===== src/hw/rtl/mshm_pkg.sv =====
// Shared types, constants and the per-kind micro-op program for the
// mesh element measure block. No dependencies.
package mshm_pkg;

  localparam int MAX_VERTICES = 8;
  localparam int ADDR_W       = 3;
  localparam int CNT_W        = 4;
  localparam int PC_W         = 5;

  // element kinds
  localparam logic [2:0] KIND_TRI   = 3'd0;
  localparam logic [2:0] KIND_QUAD  = 3'd1;
  localparam logic [2:0] KIND_TET   = 3'd2;
  localparam logic [2:0] KIND_PYR   = 3'd3;
  localparam logic [2:0] KIND_PRISM = 3'd4;
  localparam logic [2:0] KIND_HEX   = 3'd5;

  // micro-op codes
  localparam logic [2:0] OP_VSET   = 3'd0;  // dst  = v[i] - v[j]
  localparam logic [2:0] OP_VADD   = 3'd1;  // dst += v[i] - v[j]
  localparam logic [2:0] OP_CROSS  = 3'd2;  // n = B x C
  localparam logic [2:0] OP_TRIPLE = 3'd3;  // n = B x C, acc += A . n
  localparam logic [2:0] OP_AREA   = 3'd4;  // measure = isqrt(16384 |n|^2)
  localparam logic [2:0] OP_VOL128 = 3'd5;  // volume numerator = acc * 128
  localparam logic [2:0] OP_VOL64  = 3'd6;  // volume numerator = acc * 64
  localparam logic [2:0] OP_END    = 3'd7;

  // vector register select
  localparam logic [1:0] VR_A = 2'd0;
  localparam logic [1:0] VR_B = 2'd1;
  localparam logic [1:0] VR_C = 2'd2;

  localparam logic [3:0] VOL_DEN = 4'd3;

  typedef struct packed {
    logic [2:0] op;
    logic [1:0] dst;
    logic [2:0] vi;
    logic [2:0] vj;
  } uop_t;

  typedef struct packed {
    logic signed [17:0] x;
    logic signed [17:0] y;
    logic signed [17:0] z;
  } vec_t;

  typedef struct packed {
    logic signed [36:0] x;
    logic signed [36:0] y;
    logic signed [36:0] z;
  } nvec_t;

  typedef struct packed {
    logic               start;
    logic signed [63:0] num;
    logic [3:0]         den;
  } div_req_t;

  typedef struct packed {
    logic               done;
    logic signed [63:0] quo;
  } div_rsp_t;

  function automatic uop_t mk(logic [2:0] op, logic [1:0] dst, logic [2:0] vi,
                              logic [2:0] vj);
    uop_t u;
    u.op  = op;
    u.dst = dst;
    u.vi  = vi;
    u.vj  = vj;
    return u;
  endfunction

  function automatic logic [3:0] need_count(logic [2:0] kind);
    logic [3:0] n;
    case (kind)
      KIND_TRI:   n = 4'd3;
      KIND_QUAD:  n = 4'd4;
      KIND_TET:   n = 4'd4;
      KIND_PYR:   n = 4'd5;
      KIND_PRISM: n = 4'd6;
      KIND_HEX:   n = 4'd8;
      default:    n = 4'd0;
    endcase
    return n;
  endfunction

  // Program of vector ops for each kind. Solids of six and eight vertices
  // sum three triple products over edge vectors.
  function automatic uop_t prog_uop(logic [2:0] kind, logic [PC_W-1:0] pc);
    logic [2:0] i6, i3, i2, i0, i7, i4, i1, i5;
    uop_t u;
    u = mk(OP_END, VR_A, 3'd0, 3'd0);
    if (kind == KIND_PRISM) begin
      i6 = 3'd5; i3 = 3'd2; i2 = 3'd2; i0 = 3'd0;
      i7 = 3'd5; i4 = 3'd3; i1 = 3'd1; i5 = 3'd4;
    end else begin
      i6 = 3'd6; i3 = 3'd3; i2 = 3'd2; i0 = 3'd0;
      i7 = 3'd7; i4 = 3'd4; i1 = 3'd1; i5 = 3'd5;
    end
    case (kind)
      KIND_TRI, KIND_QUAD: begin
        case (pc)
          5'd0: u = (kind == KIND_TRI) ? mk(OP_VSET, VR_B, 3'd1, 3'd0)
                                       : mk(OP_VSET, VR_B, 3'd2, 3'd0);
          5'd1: u = (kind == KIND_TRI) ? mk(OP_VSET, VR_C, 3'd2, 3'd0)
                                       : mk(OP_VSET, VR_C, 3'd3, 3'd1);
          5'd2: u = mk(OP_CROSS, VR_A, 3'd0, 3'd0);
          5'd3: u = mk(OP_AREA, VR_A, 3'd0, 3'd0);
          default: u = mk(OP_END, VR_A, 3'd0, 3'd0);
        endcase
      end
      KIND_TET: begin
        case (pc)
          5'd0: u = mk(OP_VSET, VR_A, 3'd1, 3'd0);
          5'd1: u = mk(OP_VSET, VR_B, 3'd2, 3'd0);
          5'd2: u = mk(OP_VSET, VR_C, 3'd3, 3'd0);
          5'd3: u = mk(OP_TRIPLE, VR_A, 3'd0, 3'd0);
          5'd4: u = mk(OP_VOL128, VR_A, 3'd0, 3'd0);
          default: u = mk(OP_END, VR_A, 3'd0, 3'd0);
        endcase
      end
      KIND_PYR: begin
        case (pc)
          5'd0: u = mk(OP_VSET, VR_A, 3'd4, 3'd0);
          5'd1: u = mk(OP_VSET, VR_B, 3'd2, 3'd0);
          5'd2: u = mk(OP_VSET, VR_C, 3'd3, 3'd1);
          5'd3: u = mk(OP_TRIPLE, VR_A, 3'd0, 3'd0);
          5'd4: u = mk(OP_VOL128, VR_A, 3'd0, 3'd0);
          default: u = mk(OP_END, VR_A, 3'd0, 3'd0);
        endcase
      end
      default: begin
        case (pc)
          // first term: (r2c1 + r3c1) . (r1c2 x r1c3)
          5'd0:  u = mk(OP_VSET, VR_A, i7, i0);
          5'd1:  u = mk(OP_VADD, VR_A, i6, i1);
          5'd2:  u = mk(OP_VSET, VR_B, i6, i3);
          5'd3:  u = mk(OP_VSET, VR_C, i2, i0);
          5'd4:  u = mk(OP_TRIPLE, VR_A, 3'd0, 3'd0);
          // second term: r2c1 . ((r1c2 + r3c2) x r2c3)
          5'd5:  u = mk(OP_VSET, VR_A, i7, i0);
          5'd6:  u = mk(OP_VSET, VR_B, i6, i3);
          5'd7:  u = mk(OP_VADD, VR_B, i5, i0);
          5'd8:  u = mk(OP_VSET, VR_C, i6, i4);
          5'd9:  u = mk(OP_TRIPLE, VR_A, 3'd0, 3'd0);
          // third term: r3c1 . (r3c2 x (r1c3 + r2c3))
          5'd10: u = mk(OP_VSET, VR_A, i6, i1);
          5'd11: u = mk(OP_VSET, VR_B, i5, i0);
          5'd12: u = mk(OP_VSET, VR_C, i2, i0);
          5'd13: u = mk(OP_VADD, VR_C, i6, i4);
          5'd14: u = mk(OP_TRIPLE, VR_A, 3'd0, 3'd0);
          5'd15: u = mk(OP_VOL64, VR_A, 3'd0, 3'd0);
          default: u = mk(OP_END, VR_A, 3'd0, 3'd0);
        endcase
      end
    endcase
    return u;
  endfunction

endpackage


===== src/hw/rtl/mshm_div.sv =====
// Rounded division of a signed 64-bit value by a small divisor (3, 4, 5, 6
// or 8), sixteen quotient bits per cycle by reciprocal multiplication.
// Depends on mshm_pkg.
module mshm_div (
  input  logic                clk,
  input  logic                rst_n,
  input  mshm_pkg::div_req_t  req,
  output mshm_pkg::div_rsp_t  rsp
);

  logic        busy_r;
  logic        done_r;
  logic [2:0]  it_r;
  logic        neg_r;
  logic [63:0] q_r;
  logic [2:0]  rem_r;
  logic [3:0]  den_r;
  logic [21:0] recip_r;

  logic [63:0] mag;
  logic [21:0] recip;
  logic [18:0] part;
  logic [40:0] part_prod;
  logic [15:0] qdig;
  logic [18:0] rem_full;

  // magnitude plus half the divisor gives round half away from zero
  always_comb begin
    mag = (req.num[63] ? (64'd0 - req.num) : req.num) + {61'd0, req.den[3:1]};
    // reciprocal scaled by 2^22, exact for partial dividends below 2^19
    case (req.den)
      4'd3:    recip = 22'd1398102;
      4'd4:    recip = 22'd1048576;
      4'd5:    recip = 22'd838861;
      4'd6:    recip = 22'd699051;
      default: recip = 22'd524288;
    endcase
    // one radix-65536 digit: remainder in front of the next 16 dividend bits
    part      = {rem_r, q_r[63:48]};
    part_prod = {22'd0, part} * {19'd0, recip_r};
    qdig      = part_prod[37:22];
    rem_full  = part - ({3'd0, qdig} * {15'd0, den_r});
  end

  // control
  always_ff @(posedge clk) begin
    if (!rst_n) begin
      busy_r <= 1'b0;
      done_r <= 1'b0;
      it_r   <= '0;
    end else begin
      done_r <= busy_r && (it_r == 3'd1);
      if (req.start) begin
        busy_r <= 1'b1;
        it_r   <= 3'd4;
      end else if (busy_r) begin
        it_r <= it_r - 3'd1;
        if (it_r == 3'd1) busy_r <= 1'b0;
      end
    end
  end

  // datapath
  always_ff @(posedge clk) begin
    if (req.start) begin
      neg_r   <= req.num[63];
      q_r     <= mag;
      rem_r   <= '0;
      den_r   <= req.den;
      recip_r <= recip;
    end else if (busy_r) begin
      rem_r <= rem_full[2:0];
      q_r   <= {q_r[47:0], qdig};
    end
  end

  assign rsp.done = done_r;
  assign rsp.quo  = neg_r ? (64'sd0 - $signed(q_r)) : $signed(q_r);

endmodule


===== config.mk =====
export PLATFORM = sky130hd
export DESIGN_NAME = mshm_div
export DESIGN_NICKNAME = d
export VERILOG_FILES = /design/src/hw/rtl/mshm_pkg.sv /design/src/hw/rtl/mshm_div.sv
export SDC_FILE = /design/constraint.sdc
export NUM_CORES = 1
export LEC_CHECK = 0
export ABC_CLOCK_PERIOD_IN_PS = 23200
export BUFFER_PORTS_ARGS = -buffer_cell sky130_fd_sc_hd__buf_2
export CORE_MARGIN = 2
export CORE_UTILIZATION = 50
export CTS_BUF_LIST = sky130_fd_sc_hd__clkbuf_4
export CTS_CLUSTER_DIAMETER = 150
export CTS_CLUSTER_SIZE = 25
export DETAILED_ROUTE_END_ITERATION = 12
export PLACE_DENSITY = 0.68
export SLEW_MARGIN = 30
export SYNTH_ARGS = -nofsm -noshare
export SYNTH_HDL_FRONTEND = slang
export SYNTH_SLANG_ARGS = --single-unit

===== constraint.sdc =====
create_clock -name clk -period 23.2 [get_ports clk]
set_input_delay 4.64 -clock clk [delete_from_list [all_inputs] [get_ports clk]]
set_output_delay 4.64 -clock clk [all_outputs]
set_load 0.02 [all_outputs]

==> results of run 1 <==
critical path, delay by kind of cell (launching register included):
family	cells	cell delay [ns]
xor gates and xnor gates	1	0.18
DFF	1	0.49
AOI/OAI and AO/OA	1	0.36
and+or+nand+nor	6	2.99
buffers and inverters	1	0.20
stage by stage:
stage | util [%] | setup WS [ns] | cell area [um2] | hold WS, ns
floorplan | - | 13.41 | 17200 | 0.456
global placement | 53.8 | 13.68 | 18100 | 0.468
detailed placement | 53.8 | 13.61 | 18100 | 0.496
CTS | 54.2 | 13.84 | 18300 | 0.512
global route | 54.2 | 13.62 | 18300 | 0.536
finish | 54.2 | 13.86 | 18300 | 0.513
how the worst max path moves through the flow:
stage | end | from
2_1_floorplan | q_r[54] | req[67]
3_3_place_gp | q_r[54] | req[67]
3_5_place_dp | q_r[54] | req[67]
4_1_cts | rsp[54] | q_r[9]
5_1_grt | rsp[63] | q_r[23]
6_report | rsp[54] | q_r[9]
cell usage in the layout (no fill, tap or decap), types with 27 or more instances in the layout:
| master | n |
|---|---|
| ha_1 | 140 |
| or3_1 | 30 |
| nand2_1 | 159 |
| nor3_1 | 42 |
| inv_1 | 309 |
| a21oi_1 | 50 |
| o41ai_1 | 37 |
| xor2_1 | 68 |
| o31ai_1 | 40 |
| mux2_2 | 27 |
| buf_2 | 135 |
| fa_1 | 197 |
| edfxtp_1 | 75 |
| and2_1 | 75 |
| xnor2_1 | 149 |
| o21ai_0 | 53 |
| nor2_1 | 63 |
kinds of logic (layout without fill, tap and decap cells):
kind of cell               count (synthesis)  after routing
and+or+nand+nor                          564            564
buffers and inverters                    395            473
adders and majority gates                339            339
AOI/OAI and AO/OA                        299            299
xor gates and xnor gates                 217            217
DFF                                       83             83
muxes                                     33             33
other                                      0              3
sequential cells by signal, summed over array words and instances, names as in the netlist:
| name | flops |
|---|---|
| den_r | 3 |
| q_r | 64 |
| busy_r | 1 |
| done_r | 1 |
| it_r | 3 |
| rem_r | 3 |
| recip_r | 7 |
| neg_r | 1 |
area by class of cell:
type                       instances  area share [%]
multi-input combinational       1452            72.5
sequential                        83            13.2
inverter                         310            6.37
timing repair buffer             147            4.19
tap                              448            3.07
clock buffer                      12           0.493
clock inverter                     4           0.151
antenna                            3          0.0411
metal layers:
metal | GRT usage (%) | share of wire, %
met1 | 36.5 | 41
met2 | 45.6 | 47
met3 | 3.34 | 7.6
met4 | 10.9 | 4.1
met5 | 0 | 0
==> results.py, run 1 <==
metrics = {
    "place": {
        "routabilityCongestion": 0.967,
        "dpl.hpwl_um": 40600,
        "place_inst": 2440,
        "port-buffer-count": 135,
    },
    "yosys": {
        "synth_most_common_cell": "inv_1",
        "synth_commonest_cells": "309 x inv_1, 197 x fa_1, 160 x nand2_1",
        "synth_top_area_share_pct": 23.0,
        "synth_seq_area_share_pct": 14.1,
        "ys_warn_count": 0,
        "netlist_instances": 1930,
        "synth_top_family_by_area": "adder cells",
        "ys_types": 91,
        "synthAdderAreaFrac_pct": 33.3,
        "synth_xor_area_share_pct": 11.1,
        "synthesis.area_um2": 17200,
        "synthMuxAreaShare_pct": 2.12,
        "avgSynthCellArea_um2": 8.89,
        "synth_ff_type": "edfxtp_1",
        "synth.ff_latch_count": 83,
        "syn-num-nets": 2338,
        "yosysTopAreaCell": "fa_1",
        "synthTopCellsByArea": "fa_1 23%, edfxtp_1 13%, ha_1 10%, xnor2_1 7.6%, inv_1 6.8%",
        "synthArstFlopShare_pct": 0,
        "synth_compound_area_share_pct": 12.5,
        "synth_edf_count": 75,
        "synth-simple-area-share_pct": 18.1,
    },
    "clock_tree": {
        "clkLatencyLatePin_ns": 0.50,
        "numCtsBuffers": 9,
        "cts_resized": 0,
        "ctsHoldBuffers": 0,
        "cts_tree": "done",
        "post_cts_buffers": 0,
        "cts-root-buf": "clkbuf_4",
        "path_clk_slew_ns": 0.13,
        "cts_buffer_depth": 2,
        "clock_sinks": 83,
        "htree_levels": 3,
    },
    "global_route": {
        "grt_max_degree": 73,
        "grt_use_total_pct": 27.4,
        "grt_first_pass_wirelength_um": 76800,
        "antenna_found_initial": 2,
        "grt_pass1_vias": 14100,
        "grt_overflow": 0,
    },
    "timing": {
        "fmax_mhz": 107,
        "rsz0062_at_grt": "no",
        "relSlewSlack_pct": 38.5,
        "setup_tns_ns": 0,
        "worstMarginPinSlew_ns": 0.910,
        "finalCritPeriodShare_pct": 40.3,
        "period_needed_ns": 9.34,
        "final-hold-violation-count": 0,
        "setup_violations": 0,
        "skew_ns": 0.0204,
        "drv_slew": 0,
    },
    "finish": {
        "nFillCells": 3175,
        "final-seq-area_um2": 2410,
        "multi_input_area_um2": 13200,
        "layout.cells.non_filler": 2459,
        "layout-drive-gt1-share_pct": 11.3,
        "nNetsFinal": 2411,
        "area_delta_synth_final_pct": 6.42,
    },
    "min_path": {
        "worst_hold_path_type": "flip-flop to flip-flop",
        "hold_start": "it_r[1]",
        "holdPathStages": 2,
        "whs_endpoint": "it_r[1]",
    },
    "critical_path": {
        "cp_slowest_cell": "or4_1",
        "r2r-end": "rem_r[2]",
        "rr_worst_depth": 27,
        "r2r_slack_ns": 14.29,
        "startpoint_type": "flip-flop",
        "cp.arrival_ns": 4.70,
        "end_kind": "output port",
        "cp.required_ns": 18.56,
        "cp_cell_sequence": "or4_1, nor4_2, nand3_1, or4_1, or3_1, or3_1, o41ai_2, xnor2_1, buf_2",
        "crit_fanout": 7,
        "r2r-start": "recip_r[18]",
        "crit_type": "flip-flop to output port",
        "worst_path_largest_cell_delay_ns": 0.68,
    },
    "floorplan": {
        "die_h_um": 189,
        "die_w_um": 189,
        "start_util_pct": 50.9,
        "coreArea_um2": 33700,
        "dieArea_um2": 35800,
        "io_pins": 136,
        "num_rows": 67,
    },
    "routing": {
        "ant_nets": 0,
        "avgRoutedWirePerCell_um": 19.6,
        "drt-initial-drc-count": 1134,
        "remaining_drc_errors": 0,
        "dr.pass1.iters": 8,
        "vias": 14300,
        "wirelength_um": 48300,
        "viasPerCell": 5.83,
    },
    "outcome": {
        "status": "finished clean",
    },
    "job": {
        "drv_cap": 0,
    },
}
Power of run 1 is not shown: default switching activity piles up to over one toggle a cycle in this logic, so the estimate is an artifact.
==> run 2: changes to the inputs <==
Settings changed: ABC_CLOCK_PERIOD_IN_PS 23200 to 7870, PLACE_DENSITY 0.68 to 0.71.
Clock period 23.2 ns to 7.87 ns, I/O delays scaled along.
==> run 2 against run 1 <==
Sequential cell count unchanged. Critical path type is now flip-flop to flip-flop. Die area unchanged. Wire length increased by 6.6%. Critical path depth grew 22. Largest cell class unchanged. Count of clock-buffer cells in the layout fell by 3. Highest routed layer unchanged. Hold slack got worse by 0.011 ns. Critical endpoint is now rem_r[2]. Global-route usage increased by 1.6 points. Register-to-register slack worse by 14 ns.
==> results.py, run 2 (same netlist as run 1, synthesis figures left out) <==
metrics = {
    "critical_path": {
        "crit_fanout": 7,
        "startpoint_type": "flip-flop",
        "end_kind": "flip-flop",
        "cp_common_cell": "fa_1",
        "r2r-end": "rem_r[2]",
        "r2r-start": "recip_r[17]",
        "worst_path_largest_cell_delay_ns": 0.57,
        "cp.arrival_ns": 8.11,
        "crit_type": "flip-flop to flip-flop",
        "r2r_slack_ns": 0.15,
        "cp.required_ns": 8.25,
        "rr_worst_depth": 31,
        "cp_slowest_cell": "edfxtp_1",
    },
    "clock_tree": {
        "cts-root-buf": "clkbuf_4",
        "htree_levels": 3,
        "numCtsBuffers": 9,
        "cts_tree": "done",
        "ctsHoldBuffers": 0,
        "path_clk_slew_ns": 0.16,
        "cts_buffer_depth": 2,
        "clock_sinks": 83,
        "clkLatencyLatePin_ns": 0.49,
    },
    "floorplan": {
        "start_util_pct": 50.9,
        "num_rows": 67,
        "die_w_um": 189,
        "dieArea_um2": 35800,
        "coreArea_um2": 33700,
        "die_h_um": 189,
        "io_pins": 136,
    },
    "min_path": {
        "hold_start": "it_r[1]",
        "whs_endpoint": "it_r[1]",
        "worst_hold_path_type": "flip-flop to flip-flop",
        "holdPathStages": 2,
    },
    "place": {
        "port-buffer-count": 135,
        "place_area_um2": 18700,
        "place_inst": 2514,
        "dpl.hpwl_um": 43500,
        "routabilityCongestion": 0.973,
    },
    "global_route": {
        "antenna_found_initial": 2,
        "grt_first_pass_wirelength_um": 80300,
        "grt_pass1_vias": 14500,
        "grt_overflow": 0,
        "grt_max_degree": 69,
        "grt_use_total_pct": 29.0,
    },
    "finish": {
        "nFillCells": 3106,
        "final_cell_mix": "307 x inv_1, 195 x fa_1, 158 x nand2_1, 146 x xnor2_1",
        "final_util_pct": 56.7,
        "final-seq-area_um2": 2410,
        "top_register": "q_r",
        "final_common_cell": "inv_1",
        "area_delta_synth_final_pct": 11.4,
        "largest_reg_flops": 64,
        "fin_area_um2": 19100,
        "nNetsFinal": 2493,
        "layout-drive-gt1-share_pct": 16.1,
        "multi_input_area_um2": 13400,
        "largestRegisters": "q_r: 64 flops, recip_r: 7 flops",
        "layout.cells.non_filler": 2540,
    },
    "routing": {
        "dr.pass1.iters": 5,
        "ant_nets": 0,
        "drt-initial-drc-count": 1080,
        "wirelength_um": 51400,
        "vias": 14500,
        "avgRoutedWirePerCell_um": 20.3,
        "viasPerCell": 5.71,
        "remaining_drc_errors": 0,
    },
    "outcome": {
        "status": "finished clean",
    },
    "timing": {
        "rsz0062_at_grt": "yes",
        "drv_slew": 0,
        "relSlewSlack_pct": 30.3,
        "final-hold-violation-count": 0,
        "worstMarginPinSlew_ns": 1.04,
        "whs_ns": 0.502,
        "period_needed_ns": 7.72,
        "skew_ns": 0.0322,
        "finalCritPeriodShare_pct": 98.1,
        "setup_violations": 0,
        "fmax_mhz": 130,
    },
    "job": {
        "drv_cap": 0,
    },
}
## run 2: critical path, delay by kind of cell, from the launching register on
family | cells | cell delay [ns]
muxes | 3 | 0.75
adders and majority gates | 8 | 3.40
DFF | 1 | 0.57
AOI/OAI and AO/OA | 7 | 1.13
buffers and inverters | 5 | 0.45
and+or+nand+nor | 4 | 0.60
xor gates and xnor gates | 4 | 0.73
## run 2: final cells by class
type | count | area share [%]
Sequential cell | 83 | 12.6
Clock inverter | 7 | 0.353
Timing Repair Buffer | 229 | 7.42
Clock buffer | 9 | 0.353
Inverter | 310 | 6.09
Antenna cell | 2 | 0.0262
Tap cell | 448 | 2.93
Multi-Input combinational cell | 1452 | 70.2
## run 2: worst max path at each step
stage | from | to | slack (ns)
2_1_floorplan | recip_r[18] | rem_r[2] | 0.04
3_3_place_gp | recip_r[17] | rem_r[2] | 0.11
3_5_place_dp | recip_r[17] | rem_r[2] | -0.16
4_1_cts | recip_r[15] | rem_r[2] | 0.05
5_1_grt | recip_r[17] | rem_r[2] | -0.15
6_report | recip_r[17] | rem_r[2] | 0.15
## run 2: per-layer routing
layer	up-vias	GRT usage (%)	part of all wire, %
met4	0	11.4	4.0
li1	6882	-	-
met1	7027	38.2	42
met5	-	0	0
met2	515	48.7	48
met3	85	3.48	5.9
## run 2: metrics by stage
stage	TNS [ns]	worst slack [ns]
after floorplan	0	0.0446
after global placement	0	0.113
after detailed placement	-0.157	-0.157
after CTS	0	0.0473
after global routing	-0.149	-0.149
final	0	0.148
## run 2: what timing repair did
action,CTS,global route
cloned,0,0
setup endpoints to repair,1,3
setup buffers,2,6
pin swaps,5,25
resized for setup,8,33
Power of run 2 is left out for the same reason.
